<file path="src/hw/rtl/fsnc_pkg.sv">
// Shared types and constants for the FAT short name converter.
`timescale 1ns / 1ps

package fsnc_pkg;

    localparam int NameLen  = 12;
    localparam int ShortLen = 11;
    localparam int BaseLen  = 8;
    localparam int ExtLen   = ShortLen - BaseLen;
    localparam int DotW     = $clog2(NameLen);

    localparam logic [7:0] CharNul   = 8'h00;
    localparam logic [7:0] CharSpace = 8'h20;
    localparam logic [7:0] CharDot   = 8'h2e;
    localparam logic [7:0] LowerA    = 8'h61;
    localparam logic [7:0] LowerZ    = 8'h7a;
    localparam logic [7:0] CaseDelta = 8'h20;

    typedef logic [NameLen-1:0][7:0] name_arr_t;

    // Input transaction payload.
    typedef struct packed {
        logic [7:0] name_char_0;
        logic [7:0] name_char_1;
        logic [7:0] name_char_2;
        logic [7:0] name_char_3;
        logic [7:0] name_char_4;
        logic [7:0] name_char_5;
        logic [7:0] name_char_6;
        logic [7:0] name_char_7;
        logic [7:0] name_char_8;
        logic [7:0] name_char_9;
        logic [7:0] name_char_10;
        logic [7:0] name_char_11;
    } name_t;

    // Result transaction payload.
    typedef struct packed {
        logic [7:0] short_char_0;
        logic [7:0] short_char_1;
        logic [7:0] short_char_2;
        logic [7:0] short_char_3;
        logic [7:0] short_char_4;
        logic [7:0] short_char_5;
        logic [7:0] short_char_6;
        logic [7:0] short_char_7;
        logic [7:0] short_char_8;
        logic [7:0] short_char_9;
        logic [7:0] short_char_10;
        logic       invalid;
    } short_t;

    // Payload after the dot search stage.
    typedef struct packed {
        name_arr_t         chars;
        logic              found;
        logic [DotW-1:0]   dot;
    } loc_t;

    // Uppercase conversion of one ASCII byte.
    function automatic logic [7:0] upcase(input logic [7:0] c);
        logic [7:0] r;
        r = c;
        if (c >= LowerA && c <= LowerZ) begin
            r = c - CaseDelta;
        end
        return r;
    endfunction

endpackage

</file>
<file path="src/hw/rtl/fat_short_name_converter_unit.sv">
// Top level of the FAT 8.3 short name converter.
`timescale 1ns / 1ps
//
// Converts a 12-byte file name into an 11-byte FAT short name.
// Input channel s_valid/s_ready/s_data carries one name per transaction;
// result channel m_valid/m_ready/m_data carries one short name per name.
// Bytes after the first NUL count as NUL; lowercase letters are uppercased.
// A name that starts with a dot or NUL, or has no dot in positions one to
// eight, gives all-zero bytes with invalid set.
// The pipeline has three register stages: masking and case conversion,
// dot search, and assembly into the output register. An accepted name
// passes through the prep, locate and output registers in turn before
// m_valid rises. Throughput is one transaction per cycle while m_ready
// stays high.
// Each stage holds its data while the stage after it is full and not
// draining, so a stall on m_ready backs up through the stages and then
// drops s_ready; nothing is lost or repeated. The pipeline holds up to
// three transactions.
// Synchronous reset on aresetn low empties all stages.
//
module fat_short_name_converter_unit (
    input  logic              aclk,
    input  logic              aresetn,
    input  logic              s_valid,
    output logic              s_ready,
    input  fsnc_pkg::name_t   s_data,
    output logic              m_valid,
    input  logic              m_ready,
    output fsnc_pkg::short_t  m_data
);

    fsnc_pkg::name_arr_t prep_data;
    logic                prep_valid;
    logic                prep_ready;
    fsnc_pkg::loc_t      loc_data;
    logic                loc_valid;
    logic                loc_ready;

    // Stage one.
    fsnc_prep u_prep (
        .aclk      (aclk),
        .aresetn   (aresetn),
        .in_valid  (s_valid),
        .in_ready  (s_ready),
        .in_data   (s_data),
        .out_valid (prep_valid),
        .out_ready (prep_ready),
        .out_data  (prep_data)
    );

    // Stage two.
    fsnc_locate u_locate (
        .aclk      (aclk),
        .aresetn   (aresetn),
        .in_valid  (prep_valid),
        .in_ready  (prep_ready),
        .in_data   (prep_data),
        .out_valid (loc_valid),
        .out_ready (loc_ready),
        .out_data  (loc_data)
    );

    // Stage three.
    fsnc_assemble u_assemble (
        .aclk      (aclk),
        .aresetn   (aresetn),
        .in_valid  (loc_valid),
        .in_ready  (loc_ready),
        .in_data   (loc_data),
        .out_valid (m_valid),
        .out_ready (m_ready),
        .out_data  (m_data)
    );

`ifndef SYNTHESIS
    // Reset empties the pipeline.
    a_reset_empty : assert property (@(posedge aclk) !aresetn |=> !m_valid)
        else $error("m_valid high after reset");

    // A rejected name carries zero bytes in positions zero and eight.
    a_invalid_zero : assert property (@(posedge aclk) disable iff (!aresetn)
        (m_valid && m_data.invalid) |->
        (m_data.short_char_0 == 8'h00 && m_data.short_char_8 == 8'h00))
        else $error("rejected name with nonzero bytes");

    // An accepted name starts with a real character and has no NUL in the extension.
    a_valid_bytes : assert property (@(posedge aclk) disable iff (!aresetn)
        (m_valid && !m_data.invalid) |->
        (m_data.short_char_0 != fsnc_pkg::CharNul && m_data.short_char_0 != fsnc_pkg::CharDot
         && m_data.short_char_8 != fsnc_pkg::CharNul
         && m_data.short_char_9 != fsnc_pkg::CharNul
         && m_data.short_char_10 != fsnc_pkg::CharNul))
        else $error("accepted name with bad bytes");
`endif

endmodule

</file>
<file path="src/hw/rtl/fsnc_prep.sv">
// Stage one: NUL masking and case conversion of the input name.
`timescale 1ns / 1ps

module fsnc_prep (
    input  logic                aclk,
    input  logic                aresetn,
    input  logic                in_valid,
    output logic                in_ready,
    input  fsnc_pkg::name_t     in_data,
    output logic                out_valid,
    input  logic                out_ready,
    output fsnc_pkg::name_arr_t out_data
);

    fsnc_pkg::name_arr_t raw;
    fsnc_pkg::name_arr_t data_next;
    fsnc_pkg::name_arr_t data_reg;
    logic                valid_reg;
    logic                seen_nul;

    // Unpack the transaction into a byte array.
    assign raw[0]  = in_data.name_char_0;
    assign raw[1]  = in_data.name_char_1;
    assign raw[2]  = in_data.name_char_2;
    assign raw[3]  = in_data.name_char_3;
    assign raw[4]  = in_data.name_char_4;
    assign raw[5]  = in_data.name_char_5;
    assign raw[6]  = in_data.name_char_6;
    assign raw[7]  = in_data.name_char_7;
    assign raw[8]  = in_data.name_char_8;
    assign raw[9]  = in_data.name_char_9;
    assign raw[10] = in_data.name_char_10;
    assign raw[11] = in_data.name_char_11;

    // Every byte from the first NUL on becomes NUL; the rest are uppercased.
    always_comb begin
        seen_nul = 1'b0;
        for (int i = 0; i < fsnc_pkg::NameLen; i++) begin
            if (raw[i] == fsnc_pkg::CharNul) begin
                seen_nul = 1'b1;
            end
            data_next[i] = seen_nul ? fsnc_pkg::CharNul : fsnc_pkg::upcase(raw[i]);
        end
    end

    assign in_ready = !valid_reg || out_ready;

    // Stage register.
    always_ff @(posedge aclk) begin
        if (!aresetn) begin
            valid_reg <= 1'b0;
        end else if (in_ready) begin
            valid_reg <= in_valid;
        end
    end

    always_ff @(posedge aclk) begin
        if (in_ready && in_valid) begin
            data_reg <= data_next;
        end
    end

    assign out_valid = valid_reg;
    assign out_data  = data_reg;

endmodule

</file>
<file path="src/hw/rtl/fsnc_locate.sv">
// Stage two: search for the first dot and check the name.
`timescale 1ns / 1ps

module fsnc_locate (
    input  logic                aclk,
    input  logic                aresetn,
    input  logic                in_valid,
    output logic                in_ready,
    input  fsnc_pkg::name_arr_t in_data,
    output logic                out_valid,
    input  logic                out_ready,
    output fsnc_pkg::loc_t      out_data
);

    fsnc_pkg::loc_t data_next;
    fsnc_pkg::loc_t data_reg;
    logic           valid_reg;
    logic           lead_ok;
    logic           any_dot;

    // The first dot at positions one through eight wins; scan from the top down.
    always_comb begin
        any_dot = 1'b0;
        data_next.dot = '0;
        for (int i = fsnc_pkg::BaseLen; i >= 1; i--) begin
            if (in_data[i] == fsnc_pkg::CharDot) begin
                any_dot = 1'b1;
                data_next.dot = fsnc_pkg::DotW'(i);
            end
        end
        lead_ok = (in_data[0] != fsnc_pkg::CharDot) && (in_data[0] != fsnc_pkg::CharNul);
        data_next.found = lead_ok && any_dot;
        data_next.chars = in_data;
    end

    assign in_ready = !valid_reg || out_ready;

    // Stage register.
    always_ff @(posedge aclk) begin
        if (!aresetn) begin
            valid_reg <= 1'b0;
        end else if (in_ready) begin
            valid_reg <= in_valid;
        end
    end

    always_ff @(posedge aclk) begin
        if (in_ready && in_valid) begin
            data_reg <= data_next;
        end
    end

    assign out_valid = valid_reg;
    assign out_data  = data_reg;

endmodule

</file>
<file path="src/hw/rtl/fsnc_assemble.sv">
// Stage three: build the padded base and extension into the output register.
`timescale 1ns / 1ps

module fsnc_assemble (
    input  logic               aclk,
    input  logic               aresetn,
    input  logic               in_valid,
    output logic               in_ready,
    input  fsnc_pkg::loc_t     in_data,
    output logic               out_valid,
    input  logic               out_ready,
    output fsnc_pkg::short_t   out_data
);

    logic [fsnc_pkg::ShortLen-1:0][7:0] sn;
    fsnc_pkg::short_t                   data_next;
    fsnc_pkg::short_t                   data_reg;
    logic                               valid_reg;
    logic [fsnc_pkg::DotW-1:0]          src;
    logic [7:0]                         ext_c;

    // Base bytes before the dot are kept, the rest padded with spaces.
    // Extension bytes follow the dot and turn into spaces at the first NUL; an invalid name gives all zero bytes.
    always_comb begin
        src   = '0;
        ext_c = '0;
        for (int k = 0; k < fsnc_pkg::BaseLen; k++) begin
            sn[k] = (fsnc_pkg::DotW'(k) < in_data.dot) ? in_data.chars[k]
                                                        : fsnc_pkg::CharSpace;
        end
        for (int j = 0; j < fsnc_pkg::ExtLen; j++) begin
            src   = in_data.dot + fsnc_pkg::DotW'(j + 1);
            ext_c = in_data.chars[src];
            sn[fsnc_pkg::BaseLen + j] = (ext_c == fsnc_pkg::CharNul) ? fsnc_pkg::CharSpace
                                                                     : ext_c;
        end
        if (!in_data.found) begin
            sn = '0;
        end
    end

    // Pack the result transaction.
    assign data_next.short_char_0  = sn[0];
    assign data_next.short_char_1  = sn[1];
    assign data_next.short_char_2  = sn[2];
    assign data_next.short_char_3  = sn[3];
    assign data_next.short_char_4  = sn[4];
    assign data_next.short_char_5  = sn[5];
    assign data_next.short_char_6  = sn[6];
    assign data_next.short_char_7  = sn[7];
    assign data_next.short_char_8  = sn[8];
    assign data_next.short_char_9  = sn[9];
    assign data_next.short_char_10 = sn[10];
    assign data_next.invalid       = !in_data.found;

    assign in_ready = !valid_reg || out_ready;

    // Output register.
    always_ff @(posedge aclk) begin
        if (!aresetn) begin
            valid_reg <= 1'b0;
        end else if (in_ready) begin
            valid_reg <= in_valid;
        end
    end

    always_ff @(posedge aclk) begin
        if (in_ready && in_valid) begin
            data_reg <= data_next;
        end
    end

    assign out_valid = valid_reg;
    assign out_data  = data_reg;

endmodule
</file>
<file path="config.mk">
export PLATFORM = sky130hd
export DESIGN_NAME = fat_short_name_converter_unit
export DESIGN_NICKNAME = d
export VERILOG_FILES = /design/src/hw/rtl/fsnc_pkg.sv /design/src/hw/rtl/fat_short_name_converter_unit.sv /design/src/hw/rtl/fsnc_prep.sv /design/src/hw/rtl/fsnc_locate.sv /design/src/hw/rtl/fsnc_assemble.sv
export SDC_FILE = /design/constraint.sdc
export NUM_CORES = 1
export LEC_CHECK = 0
export BUFFER_PORTS_ARGS = -buffer_cell sky130_fd_sc_hd__buf_2
export CAP_MARGIN = 20
export CORE_ASPECT_RATIO = 0.7
export CORE_MARGIN = 10
export CORE_UTILIZATION = 42
export DETAILED_ROUTE_END_ITERATION = 6
export GPL_TIMING_DRIVEN = 0
export SETUP_SLACK_MARGIN = 0.05
export SLEW_MARGIN = 20
export SYNTH_ARGS = -nofsm -noshare
export SYNTH_HDL_FRONTEND = slang
export SYNTH_HIERARCHICAL = 1
export SYNTH_SLANG_ARGS = --single-unit
</file>
<file path="constraint.sdc">
create_clock -name aclk -period 7.45 [get_ports aclk]
set_input_delay 0 -clock aclk [delete_from_list [all_inputs] [get_ports aclk]]
set_output_delay 0 -clock aclk [all_outputs]
set_load 0.03 [all_outputs]
</file>
* Yosys cells after proc, flatten, opt, wreduce, memory -nomap -nowiden
Cells that the tools add are included. Widths: inputs -> output; s select.
Operators by class: add/sub/neg operators 15, order comparisons 35, equality and inequality tests 9, mux-type cells 56, bitwise operators 1, reductions and logical operators 53
Operators by type and width (count):
- $logic_not 8->1 | 15
- $mux 8 | 15
- $bmux 8 s4 | 3
- $ge 8x7->1 const B | 12
- $le 8x7->1 const B | 12
- $sub 8x6->8 const B | 12
- $mux 6 | 11
- $eq 8x6->1 const B | 8
- $mux 1 | 20
- $logic_and 1x1->1 | 17
- $lt 3x4->1 const A | 4
- $reduce_and 2->1 | 8
- $lt 4x5->1 const B | 3
- $mux 3 | 4
- $add 4x2->4 const B | 2
- $lt 1x4->1 const A | 2
- $lt 2x4->1 const A | 2
- $ne 8x6->1 const B | 1
- $reduce_bool 8->1 | 1
- $reduce_or 7->1 | 1
- $reduce_or 2->1 | 3
- $add 4x1->4 const B | 1
- $logic_not 1->1 | 4
- $mux 2 | 2
- other kinds (4) | 6
Word-level totals: register bits 289, input bits 100, output and inout port bits 91, logic and storage cells 223

* Logic depth before layout (Yosys ltp)
Gate-level depths: netlist of run 1.
word-level depth 13, gate-level depth with buffers 12, gate-level depth less buffers 7

* Hierarchy
Netlist of run 1, hierarchy kept.
Modules (own cells, without submodules):
- fsnc_assemble | times used 1, cells an instance 425, area an instance 5716.7 µm², sequential area each 2692.6 µm²
- fsnc_prep | times used 1, cells an instance 386, area an instance 4699.5 µm², sequential area each 2902.8 µm²
- fsnc_locate | times used 1, cells an instance 148, area an instance 3384.5 µm², sequential area each 3052.9 µm²

* Least setup slack after synthesis of run 1
No wires, ideal clock.
path kind reg-to-reg, start point register u_assemble.valid_reg (netlist: u_assemble/out_valid), end point register u_prep.data_reg (netlist bit u_prep/out_data[0]) (enable), setup time 0.465 ns, data arrival time 3.250 ns, required time 6.985 ns, setup slack 3.735 ns, cell stages (with the launch flop) 5, buffers on the path 0, period minus slack after synthesis 3.715 ns, cells stage by stage dfxtp_1 > nand2b_1 > nand2b_1 > nand2b_1 > and2_1
Between the ends: longest elaborated chain between the ends 5
Ends and longest elaborated chain:
- start: declaration | RTL line fsnc_assemble.sv:18 | logic valid_reg;
- start signal: assignment | RTL line fsnc_assemble.sv:63 | valid_reg <= in_valid;
- $logic_not 1->1 | RTL line fsnc_assemble.sv:56 | assign in_ready = !valid_reg || out_ready;
- $logic_or 1x1->1 | RTL line fsnc_assemble.sv:56
- via loc_ready | RTL line fat_short_name_converter_unit.sv:37 | logic loc_ready;
- $logic_or 1x1->1 | RTL line fsnc_locate.sv:36 | assign in_ready = !valid_reg || out_ready;
- via prep_ready | RTL line fat_short_name_converter_unit.sv:34 | logic prep_ready;
- $logic_or 1x1->1 | RTL line fsnc_prep.sv:46 | assign in_ready = !valid_reg || out_ready;
- via s_ready | RTL line fat_short_name_converter_unit.sv:25 | output logic s_ready,
- $logic_and 1x1->1 | RTL line fsnc_prep.sv:58 | if (in_ready && in_valid) begin
- end signal: assignment | RTL line fsnc_prep.sv:59 | data_reg <= data_next;
- end: declaration | RTL line fsnc_prep.sv:17 | fsnc_pkg::name_arr_t data_reg;
The timed path passes the listed nets, and every way through them passes these cells. A chain may end at the register's enable or synchronous reset.

* Final worst setup path of run 1
start point register u_locate.data_reg (netlist bit u_locate/out_data[1]), end point register u_assemble.data_reg (netlist bit u_assemble/out_data[1]), data pin
Between the ends: longest elaborated chain between the ends 5
Ends and longest elaborated chain:
- start: declaration | RTL line fsnc_locate.sv:16 | fsnc_pkg::loc_t data_reg;
- start signal: assignment | RTL line fsnc_locate.sv:49 | data_reg <= data_next;
- $add 4x2->4 (*) | RTL line fsnc_assemble.sv:32 | src = in_data.dot + fsnc_pkg::DotW'(j + 1);
- $bmux 8 s4 (*) | RTL line fsnc_assemble.sv:33 | ext_c = in_data.chars[src];
- $mux 8 (implied by the code) (*) | RTL line fsnc_assemble.sv:33
- $logic_not 8->1 | RTL line fsnc_assemble.sv:34 | sn[fsnc_pkg::BaseLen + j] = (ext_c == fsnc_pkg::CharNul) ? fsnc_pkg::CharSpace
- $reduce_or 2->1 (no source line)
- end signal: assignment | RTL line fsnc_assemble.sv:69 | data_reg <= data_next;
- end: declaration | RTL line fsnc_assemble.sv:17 | fsnc_pkg::short_t data_reg;
Every way passes the cells marked *; elsewhere a longest branch is shown, timed or not. The select of a mux whose other input is x is not followed.

==> flow_summary_export.csv, run 1 <==
group,metric,value,unit
die,number_of_placement_rows,55,
sta,worst_clock_skew,0.0151,ns
critical_path,critical_path.startpoint_type,"flop",
critical_path,critPathArrivalTime,5.03,ns
global_routing,number_of_global_route_vias_before_repair,9396,
global_routing,number_of_antenna_violations_at_the_first_check_in_global_routing,6,
global_routing,grt_first_pass_wirelength,60400,microns
place,detailedPlacementHpwl,31100,microns
synth,synth_largest_type_area_fraction,62.2,%
detailed_routing,routed_wire_length_per_instance,23.6,microns
detailed_routing,routed_via_density,5.54,
global_routing,track_usage,19.8,%
detailed_routing,wl,41400,microns
synth,share_of_synthesized_registers_carrying_an_async_set_or_reset,0,%
die,floorplan.die_area,40600,sq um
synth,synth_flop_cell,"edfxtp_1",
run_status,outcome,"completed",
layout,layout-drive-gt1-share,24.7,%
sta,worst_hold_slack,0.278,ns
place,gpl.final_weighted_congestion,0.959,
sta,slew_headroom,42.0,%
clocking,clock_tree_from_tritoncts,"yes",
sta,final_hold_viol_count,0,
critical_path,cpMaxStageDelayCell,"clkbuf_1",
detailed_routing,drt_iter0_markers,903,
global_routing,overflow,0,
place,placedInstanceArea,15400,sq um
layout,final_design_area_no_fill,17500,sq um
die,start_util,42.7,%
min_path,min-delay-path-class,"in -> reg",
die,io-pin-count,191,
run,max_cap_viol,0,
pwr,p_total,3.82,mW
critical_path,setup.worst_path.class,"reg -> reg",
sta,final.setup.tns,0,ns
synth,synth_warnings,6,
clocking,number_of_buffers_inserted_to_repair_setup_after_cts,0,
sta,achievable-frequency,0.211,GHz
synth,synth_cells,959,
synth,synth.ff_latch_count,289,
layout,seqCellArea,8650,sq um
synth,synth_enable_flop_cells,286,
pwr,cellPowerDensity,218,nW/um^2
sta,post-route-period-util,63.6,%
detailed_routing,dr.pass1.iters,5,
synth,synth_area,13800,sq um
synth,synth.yosys.seq_area_share,62.7,%
synth,synthMostInstantiatedCell,"edfxtp_1",
die,die_x,237,microns
critical_path,cp_cell_sequence,"clkbuf_8 > clkbuf_1 > buf_2 > inv_1 > ha_1 > buf_2 > clkbuf_1 > mux4_2 > nor4_1 > nand4_1 > nand3_1 > o22ai_1",
synth,synthesis.nets,1075,
sta,worstMarginPinSlew,0.862,ns
clocking,clock-sinks,289,
synth,synth_area_leaders,"edfxtp_1 (62%), mux4_2 (5.2%), mux2i_1 (4.1%)",
synth,ys_top_cells_by_count,"edfxtp_1 (286), and2_1 (81), inv_1 (59)",
critical_path,critical-path-max-stage-delay,0.61,ns
layout,fill_cells,2713,
sta,timing.final.setup_violations,0,
critical_path,worst-endpoint-required,7.74,ns
critical_path,timing.critical_path.fanout_max,10,
synth,avgSynthCellArea,14.4,sq um
clocking,worst_setup_hold_path_clk_slew,0.06,ns
clocking,clockRootBuffer,"clkbuf_16",
layout,layout_stage_area_growth_over_the_synthesis_result,26.8,%
sta,timing_max_transition_violations_final,0,
die,core,32300,sq um
sta,timing.final.crit_period,4.74,ns
sta,setup_repair_after_global_routing_missed_its_margin,"no",
layout,multiInputGateArea,4670,sq um
die,die_h,172,microns
pwr,largest_vdd_supply_drop,0.148,mV
detailed_routing,drcViolationCount,0,
critical_path,timing.critical_path.to_type,"flop",
place,port_buffers,190,
clocking,cts_max_level,1,
layout,fin_nets,1417,
clocking,cts_buffers,27,
detailed_routing,ant_nets,0,
clocking,clock_latency_late_sink,0.57,ns
synth,yosys.area.top_type,"edfxtp_1",
synth,synth_cell_type_count,72,
clocking,max-clock-path-buffers,3,
pwr,cellLeakagePower,6.70,nW
global_routing,largest_net_degree_at_the_start_of_global_routing,58,
detailed_routing,via_count,9727,
critical path, delay by kind of cell (launching register included):
family          cells  cell delay, ns
buf+inv             6            2.32
fa+ha+maj           1            0.50
flops               1            0.46
compound gates      1            0.15
mux                 1            0.43
simple gates        3            0.62
power breakdown:
part / switching, mW / internal (mW) / total (mW)
Combinational: 0.276 / 0.210 / 0.486
Sequential: 0.0534 / 1.89 / 1.94
Clock: 0.616 / 0.776 / 1.39
state kept, by name, summed over array words and instances (netlist names):
register              flops
u_prep/out_valid          1
u_locate/out_valid        1
u_locate/out_data       101
u_prep/out_data          96
u_assemble/out_data      89
u_assemble/out_valid      1
cell families (layout without fill, tap and decap cells):
| family | Yosys count | after routing | share of synthesized area, % |
|---|---|---|---|
| AO/OA/AOI/OAI | 108 | 108 | 5.41 |
| XOR/XNOR | 6 | 6 | 0.435 |
| adder cells (fa/ha/maj) | 16 | 16 | 1.45 |
| buffers and inverters | 98 | 461 | 3.54 |
| flip-flops | 289 | 289 | 62.7 |
| multiplexers | 104 | 104 | 12.1 |
| other | 0 | 7 | 0 |
| AND/OR/NAND/NOR | 338 | 338 | 14.4 |
path summary, 6_finish.rpt:
| path | startpoint | end | slack, ns | depth (start not counted) |
|---|---|---|---|---|
| worst max register to register | u_locate/out_data[1] | u_assemble/out_data[1] | 2.71 | 12 |
| worst min register to register | u_prep/out_data[88] | u_locate/out_data[93] | 0.41 | 0 |
| worst min-delay path | aresetn | u_locate/out_valid | 0.28 | 3 |
| worst max-delay path | u_locate/out_data[1] | u_assemble/out_data[1] | 2.71 | 12 |
layout by cell type, fill, tap and decap left out, drive strengths merged, types with 6 or more instances in the layout:
master,n
a21oi,39
a22oi,8
and2,81
and3,15
buf,214
clkbuf,48
clkinv,13
diode,7
dlygate4sd3,119
edfxtp,286
ha,16
inv,61
mux2i,56
mux4,46
nand2,29
nand2b,6
nand3,24
nand4,10
nor2,51
nor2b,9
nor3,51
nor4,20
nor4b,7
o21ai,11
o22ai,13
or4,19
layer usage:
layer  wire length [microns]  global-route usage (%)
met5                       0                       0
met3                    3630                    4.84
met1                   19300                    29.4
met2                   17300                    28.0
met4                    1110                    5.61
area by class of cell:
| cell class | instances | share of cell area, % |
|---|---|---|
| clock buffers | 29 | 3.91 |
| inverters | 59 | 1.27 |
| multi-input cells | 572 | 26.7 |
| well taps | 427 | 3.05 |
| clock inverters | 21 | 1.18 |
| flip-flops and latches | 289 | 49.4 |
| diodes | 7 | 0.100 |
| repair buffers | 313 | 12.8 |
| plain buffers | 39 | 1.53 |
stage by stage:
step                cells  setup WS, ns  utilization [%]
CTS                  1749          2.83             54.0
global placement     1576          2.77             47.3
floorplan             959          3.73                -
global route         1754          2.53             54.1
detailed placement   1580          2.84             47.6
finish               1756          2.71             54.1
timing repair:
item / in CTS / in global routing
hold endpoints to repair: 99 / 0
setup endpoints to repair: 0 / 0
hold buffers: 119 / 0
gates resized for setup: 0 / 0
No activity file was read; power rests on OpenSTA's default activity.
==> run 2, diff against run 1 <==
==> constraint.sdc (replaced) <==
create_clock -name aclk -period 4.82 [get_ports aclk]
set_input_delay 0 -clock aclk [delete_from_list [all_inputs] [get_ports aclk]]
set_output_delay 0 -clock aclk [all_outputs]
set_load 0.03 [all_outputs]
==> run 2 against run 1 <==
Net effect: fmax up 12%; final cell count about the same; worst setup slack worse by 2.1 ns; via count down 0.22%; die area unchanged; combinational power up 54%; register-to-register slack worse by 2.1 ns; wire length about the same; global-route usage unchanged; hold slack about the same; largest cell class unchanged.
==> flow_summary_export.csv, run 2 (synthesis results as in run 1) <==
group,metric,value,unit
die,start_util,42.7,%
pwr,p_sw_share,24.7,%
sta,timing.final.setup_violations,0,
critical_path,cpMaxStageDelayCell,"clkbuf_1",
clocking,worst_setup_hold_path_clk_slew,0.06,ns
global_routing,overflow,0,
clocking,max-clock-path-buffers,3,
sta,timing.final.crit_period,4.23,ns
sta,achievable-frequency,0.236,GHz
sta,post-route-period-util,87.7,%
run,max_cap_viol,0,
critical_path,path_buf_inv,6,
critical_path,setup.worst_path.class,"reg -> reg",
detailed_routing,drt_iter0_markers,811,
critical_path,timing.critical_path.to_type,"flop",
clocking,cts_buffers,27,
clocking,clock-sinks,289,
die,number_of_placement_rows,55,
detailed_routing,wl,41400,microns
layout,final_design_area_no_fill,17500,sq um
place,gpl.final_weighted_congestion,0.959,
die,core,32300,sq um
pwr,p_total,5.90,mW
pwr,largest_vdd_supply_drop,0.228,mV
pwr,power_report.internal_total,4.44,mW
sta,final_hold_viol_count,0,
place,port_buffers,190,
sta,worst_clock_skew,0.0128,ns
place,placedInstanceArea,15400,sq um
clocking,clockRootBuffer,"clkbuf_16",
run_status,outcome,"completed",
die,floorplan.die_area,40600,sq um
layout,fill_cells,2714,
detailed_routing,ant_nets,0,
critical_path,critical_path_most_common_cell,"buf_2",
layout,layout-drive-gt1-share,24.8,%
detailed_routing,via_count,9706,
detailed_routing,routed_via_density,5.53,
global_routing,track_usage,19.8,%
pwr,cellPowerDensity,337,nW/um^2
layout,fin_nets,1416,
critical_path,worst_path_dominant_cell_family,"buffers and inverters",
die,io-pin-count,191,
clocking,post_cts_resized,0,
layout,core_occupancy_in_the_finished_layout,54.1,%
critical_path,critical_path.startpoint_type,"flop",
sta,slew_headroom,41.3,%
critical_path,timing.critical_path.fanout_max,10,
global_routing,number_of_global_route_vias_before_repair,9396,
pwr,power.clock.fraction,36.4,%
clocking,clock_tree_from_tritoncts,"yes",
min_path,min-delay-path-class,"in -> reg",
sta,final.setup.tns,0,ns
global_routing,largest_net_degree_at_the_start_of_global_routing,58,
min_path,number_of_cells_traversed_by_the_worst_hold_path,3,
pwr,cellLeakagePower,6.70,nW
detailed_routing,drcViolationCount,0,
sta,setup_repair_after_global_routing_missed_its_margin,"no",
layout,layout_commonest_cell,"edfxtp_1",
critical_path,critPathArrivalTime,4.52,ns
clocking,cts_max_level,1,
pwr,sequential_power_share,50.9,%
clocking,clock_latency_late_sink,0.57,ns
critical_path,critical_path_depth,12,
sta,worstMarginPinSlew,0.872,ns
sta,timing_max_transition_violations_final,0,
detailed_routing,routed_wire_length_per_instance,23.6,microns
layout,largest_register_ff_count,101,
die,die_h,172,microns
global_routing,grt_first_pass_wirelength,60400,microns
layout,layout_stage_area_growth_over_the_synthesis_result,26.7,%
place,detailedPlacementHpwl,31100,microns
critical_path,r2r.worst_path.cells,12,
layout,mostFrequentLayoutCells,"edfxtp_1 (286), buf_2 (198), dlygate4sd3_1 (119), and2_1 (78), inv_1 (59)",
critical_path,critical-path-max-stage-delay,0.49,ns
pwr,switching_power,1.46,mW
die,die_x,237,microns
critical_path,cp_cell_sequence,"buf_6 > buf_2 > buf_2 > inv_1 > ha_1 > buf_2 > clkbuf_1 > mux4_2 > nor4_1 > nand4_1 > nand3_1 > o22ai_1",
pwr,power.share.combinational,12.7,%
global_routing,number_of_antenna_violations_at_the_first_check_in_global_routing,6,
clocking,number_of_buffers_inserted_to_repair_setup_after_cts,0,
detailed_routing,dr.pass1.iters,5,
critical_path,worst-endpoint-required,5.11,ns
run 2: changes by cell type in the layout (fill, tap and decap cells not counted):
cell,delta
clkbuf_1,-1
run 2: final timing paths:
check,start,end,slack (ns)
worst min-delay path,aresetn,u_locate/out_valid,0.28
worst max register to register,u_locate/out_data[0],u_assemble/out_data[1],0.59
worst max-delay path,u_locate/out_data[0],u_assemble/out_data[1],0.59
worst min register to register,u_prep/out_data[88],u_locate/out_data[93],0.41
run 2: worst min-delay path: cells and delay by family:
kind                   cells  cell delay [ns]
buffers and inverters      2             0.67
AOI/OAI and AO/OA          1             0.12
run 2: layer usage:
layer / GRT usage (%) / up-vias / wire [microns]
met5: 0 / - / 0
li1: - / 4435 / -
met4: 5.61 / 0 / 1110
met2: 28.0 / 430 / 17300
met3: 4.84 / 68 / 3470
met1: 29.4 / 4773 / 19500
run 2: power groups by stage:
stage	logic, mW	registers, mW	clock network, mW
after CTS	0.736	3.00	2.19
after global routing	0.806	3.01	2.30
after global placement	0.643	3.06	0
final	0.750	3.00	2.15
after floorplan	0.361	3.08	0
after detailed placement	0.656	3.05	0
run 2: timing repair:
action | in CTS | in global routing
setup endpoints to repair | 0 | 4
endpoints found under the hold margin | 99 | 0
hold buffers | 119 | 0
run 2: stage by stage:
stage	setup slack, ns	instances	hold slack (ns)
final	0.591	1755	0.277
after global routing	0.343	1753	0.291
after CTS	0.198	1749	0.258
after detailed placement	0.213	1580	0.269
after global placement	0.137	1576	0.260
after floorplan	1.10	959	0.139
run 2: final cells by class:
cell class / count / area, sq um / share of cell area (%)
repair buffers: 313 / 2240 / 12.8
inverters: 59 / 221 / 1.27
clock buffers: 29 / 683 / 3.91
well taps: 427 / 534 / 3.05
plain buffers: 38 / 264 / 1.51
multi-input cells: 572 / 4670 / 26.7
flip-flops and latches: 289 / 8650 / 49.4
clock inverters: 21 / 206 / 1.18
diodes: 7 / 17.5 / 0.100
==> run 3, diff against run 2 <==
--- a/config.mk
+++ b/config.mk
@@ -10,8 +10,10 @@
 export CORE_ASPECT_RATIO = 0.7
 export CORE_MARGIN = 10
 export CORE_UTILIZATION = 42
+export CTS_BUF_LIST = sky130_fd_sc_hd__clkbuf_8
 export DETAILED_ROUTE_END_ITERATION = 6
 export GPL_TIMING_DRIVEN = 0
+export PLACE_DENSITY = 0.62
 export SETUP_SLACK_MARGIN = 0.05
 export SLEW_MARGIN = 20
 export SYNTH_ARGS = -nofsm -noshare
==> run 3 against run 2 <==
Net effect: wire length shrank 2.5%; critical path depth is the same; clock power shrank 12%; non-clock buffer count shrank 4; die area is the same; global-route usage shrank 0.43 points; clock skew is essentially flat; worst setup slack lost 0.22 ns; critical path type unchanged; critical endpoint unchanged; largest power group unchanged.
==> flow_summary_export.csv, run 3 (synthesis results as in run 1) <==
group,metric,value,unit
run_status,outcome,"completed",
layout,fin_nets,1429,
layout,final-instance-count-excl-fill,1773,
critical_path,critical_path.startpoint_type,"flop",
clocking,clock-sinks,289,
clocking,max-clock-path-buffers,3,
pwr,largest_vdd_supply_drop,0.184,mV
critical_path,rrSetupSlack,0.38,ns
global_routing,track_usage,19.3,%
clocking,clock_tree_from_tritoncts,"yes",
die,floorplan.die_area,40600,sq um
pwr,cellPowerDensity,325,nW/um^2
clocking,number_of_buffers_inserted_to_repair_setup_after_cts,0,
clocking,clockRootBuffer,"clkbuf_8",
clocking,cts_buffers,44,
global_routing,overflow,0,
layout,layout_commonest_cell,"edfxtp_1",
layout,layout_stage_area_growth_over_the_synthesis_result,25.7,%
detailed_routing,wl,40400,microns
place,detailedPlacementHpwl,30800,microns
pwr,cellLeakagePower,6.71,nW
detailed_routing,dr.pass1.iters,7,
detailed_routing,routed_via_density,5.45,
min_path,min-delay-path-class,"in -> reg",
global_routing,number_of_antenna_violations_at_the_first_check_in_global_routing,2,
die,core,32300,sq um
layout,mostFrequentLayoutCells,"edfxtp_1 (286), buf_2 (198), dlygate4sd3_1 (116), and2_1 (78), inv_1 (74)",
sta,final.setup.tns,0,ns
global_routing,grt_first_pass_wirelength,59100,microns
clocking,worst_setup_hold_path_clk_slew,0.06,ns
detailed_routing,drt_iter0_markers,1001,
place,gpl.final_weighted_congestion,0.950,
place,port_buffers,190,
sta,post-route-period-util,92.2,%
clocking,post_cts_resized,0,
detailed_routing,routed_wire_length_per_instance,22.8,microns
layout,core_occupancy_in_the_finished_layout,53.6,%
critical_path,setup.worst_path.class,"reg -> reg",
clocking,cts_max_level,2,
die,die_h,172,microns
layout,largest_register_ff_count,101,
clocking,clock_latency_late_sink,0.57,ns
critical_path,critPathArrivalTime,4.72,ns
detailed_routing,via_count,9655,
sta,timing_max_transition_violations_final,0,
die,die_x,237,microns
critical_path,timing.critical_path.fanout_max,10,
global_routing,largest_net_degree_at_the_start_of_global_routing,59,
sta,timing.final.crit_period,4.44,ns
layout,seqCellArea,8650,sq um
run,max_cap_viol,0,
critical_path,timing.critical_path.to_type,"flop",
sta,final_hold_viol_count,0,
sta,achievable-frequency,0.225,GHz
die,io-pin-count,191,
layout,layout-drive-gt1-share,24.9,%
sta,worst_clock_skew,0.0126,ns
die,number_of_placement_rows,55,
sta,post-route-worst-setup-slack,0.376,ns
die,start_util,42.7,%
sta,slew_headroom,38.1,%
critical_path,worst-endpoint-required,5.10,ns
detailed_routing,drcViolationCount,0,
layout,fill_cells,2652,
global_routing,number_of_global_route_vias_before_repair,9443,
sta,timing.final.setup_violations,0,
place,dp_cells,1579,
sta,setup_repair_after_global_routing_missed_its_margin,"no",
layout,multiInputGateArea,4670,sq um
place,place_worst_setup_slack,0.0843,ns
sta,worstMarginPinSlew,0.919,ns
detailed_routing,ant_nets,0,
## run 3: final timing paths
kind,from,to,depth (start not counted)
setup / recovery,u_locate/out_data[0],u_assemble/out_data[1],12
hold reg to reg,u_prep/out_data[77],u_locate/out_data[82],0
hold / removal,s_data[13],u_prep/out_data[86],4
setup reg to reg,u_locate/out_data[0],u_assemble/out_data[1],12
## run 3: area by class of cell
| cell class | count | area share, % |
|---|---|---|
| clock buffers | 45 | 3.57 |
| diodes | 2 | 0.0288 |
| flip-flops and latches | 289 | 49.8 |
| multi-input cells | 572 | 26.9 |
| clock inverters | 32 | 1.11 |
| plain buffers | 38 | 1.52 |
| inverters | 59 | 1.28 |
| repair buffers | 309 | 12.6 |
| well taps | 427 | 3.08 |
## run 3: per-layer routing
layer,GRT usage [%],routed length [microns]
met1,28.2,18700
met2,27.6,16900
met3,5.55,3900
met4,5.14,845
met5,0,0
## run 3: repair_timing
action                                  in CTS  in global routing
endpoints found under the hold margin       99                  0
endpoints found under the setup margin       1                  0
hold buffers                               116                  0
## run 3: worst max-delay path: stages (launching register included)
cell and delay [ns]:
edfxtp_1 0.46, buf_6 0.20, buf_2 0.37, buf_2 0.30
inv_1 0.09, ha_1 0.48, buf_2 0.37, clkbuf_1 0.51
mux4_2 0.42, nor4_1 0.39, nand4_1 0.18, nand3_1 0.20
o22ai_1 0.16
## run 3: through the flow
| stage | instance area [sq um] | hold slack [ns] | total power [mW] |
|---|---|---|---|
| after global routing | 17400 | 0.0526 | 5.86 |
| after floorplan | 13800 | 0.139 | 3.44 |
| final | 17400 | 0.0503 | 5.63 |
| after detailed placement | 15400 | 0.286 | 3.71 |
| after global placement | 15300 | 0.283 | 3.71 |
| after CTS | 17300 | 0.0380 | 5.66 |
## run 3: power by group
group	switching [mW]	total, mW	internal, mW
Clock	0.911	1.89	0.977
Combinational	0.422	0.743	0.320
Sequential	0.0821	3.00	2.92
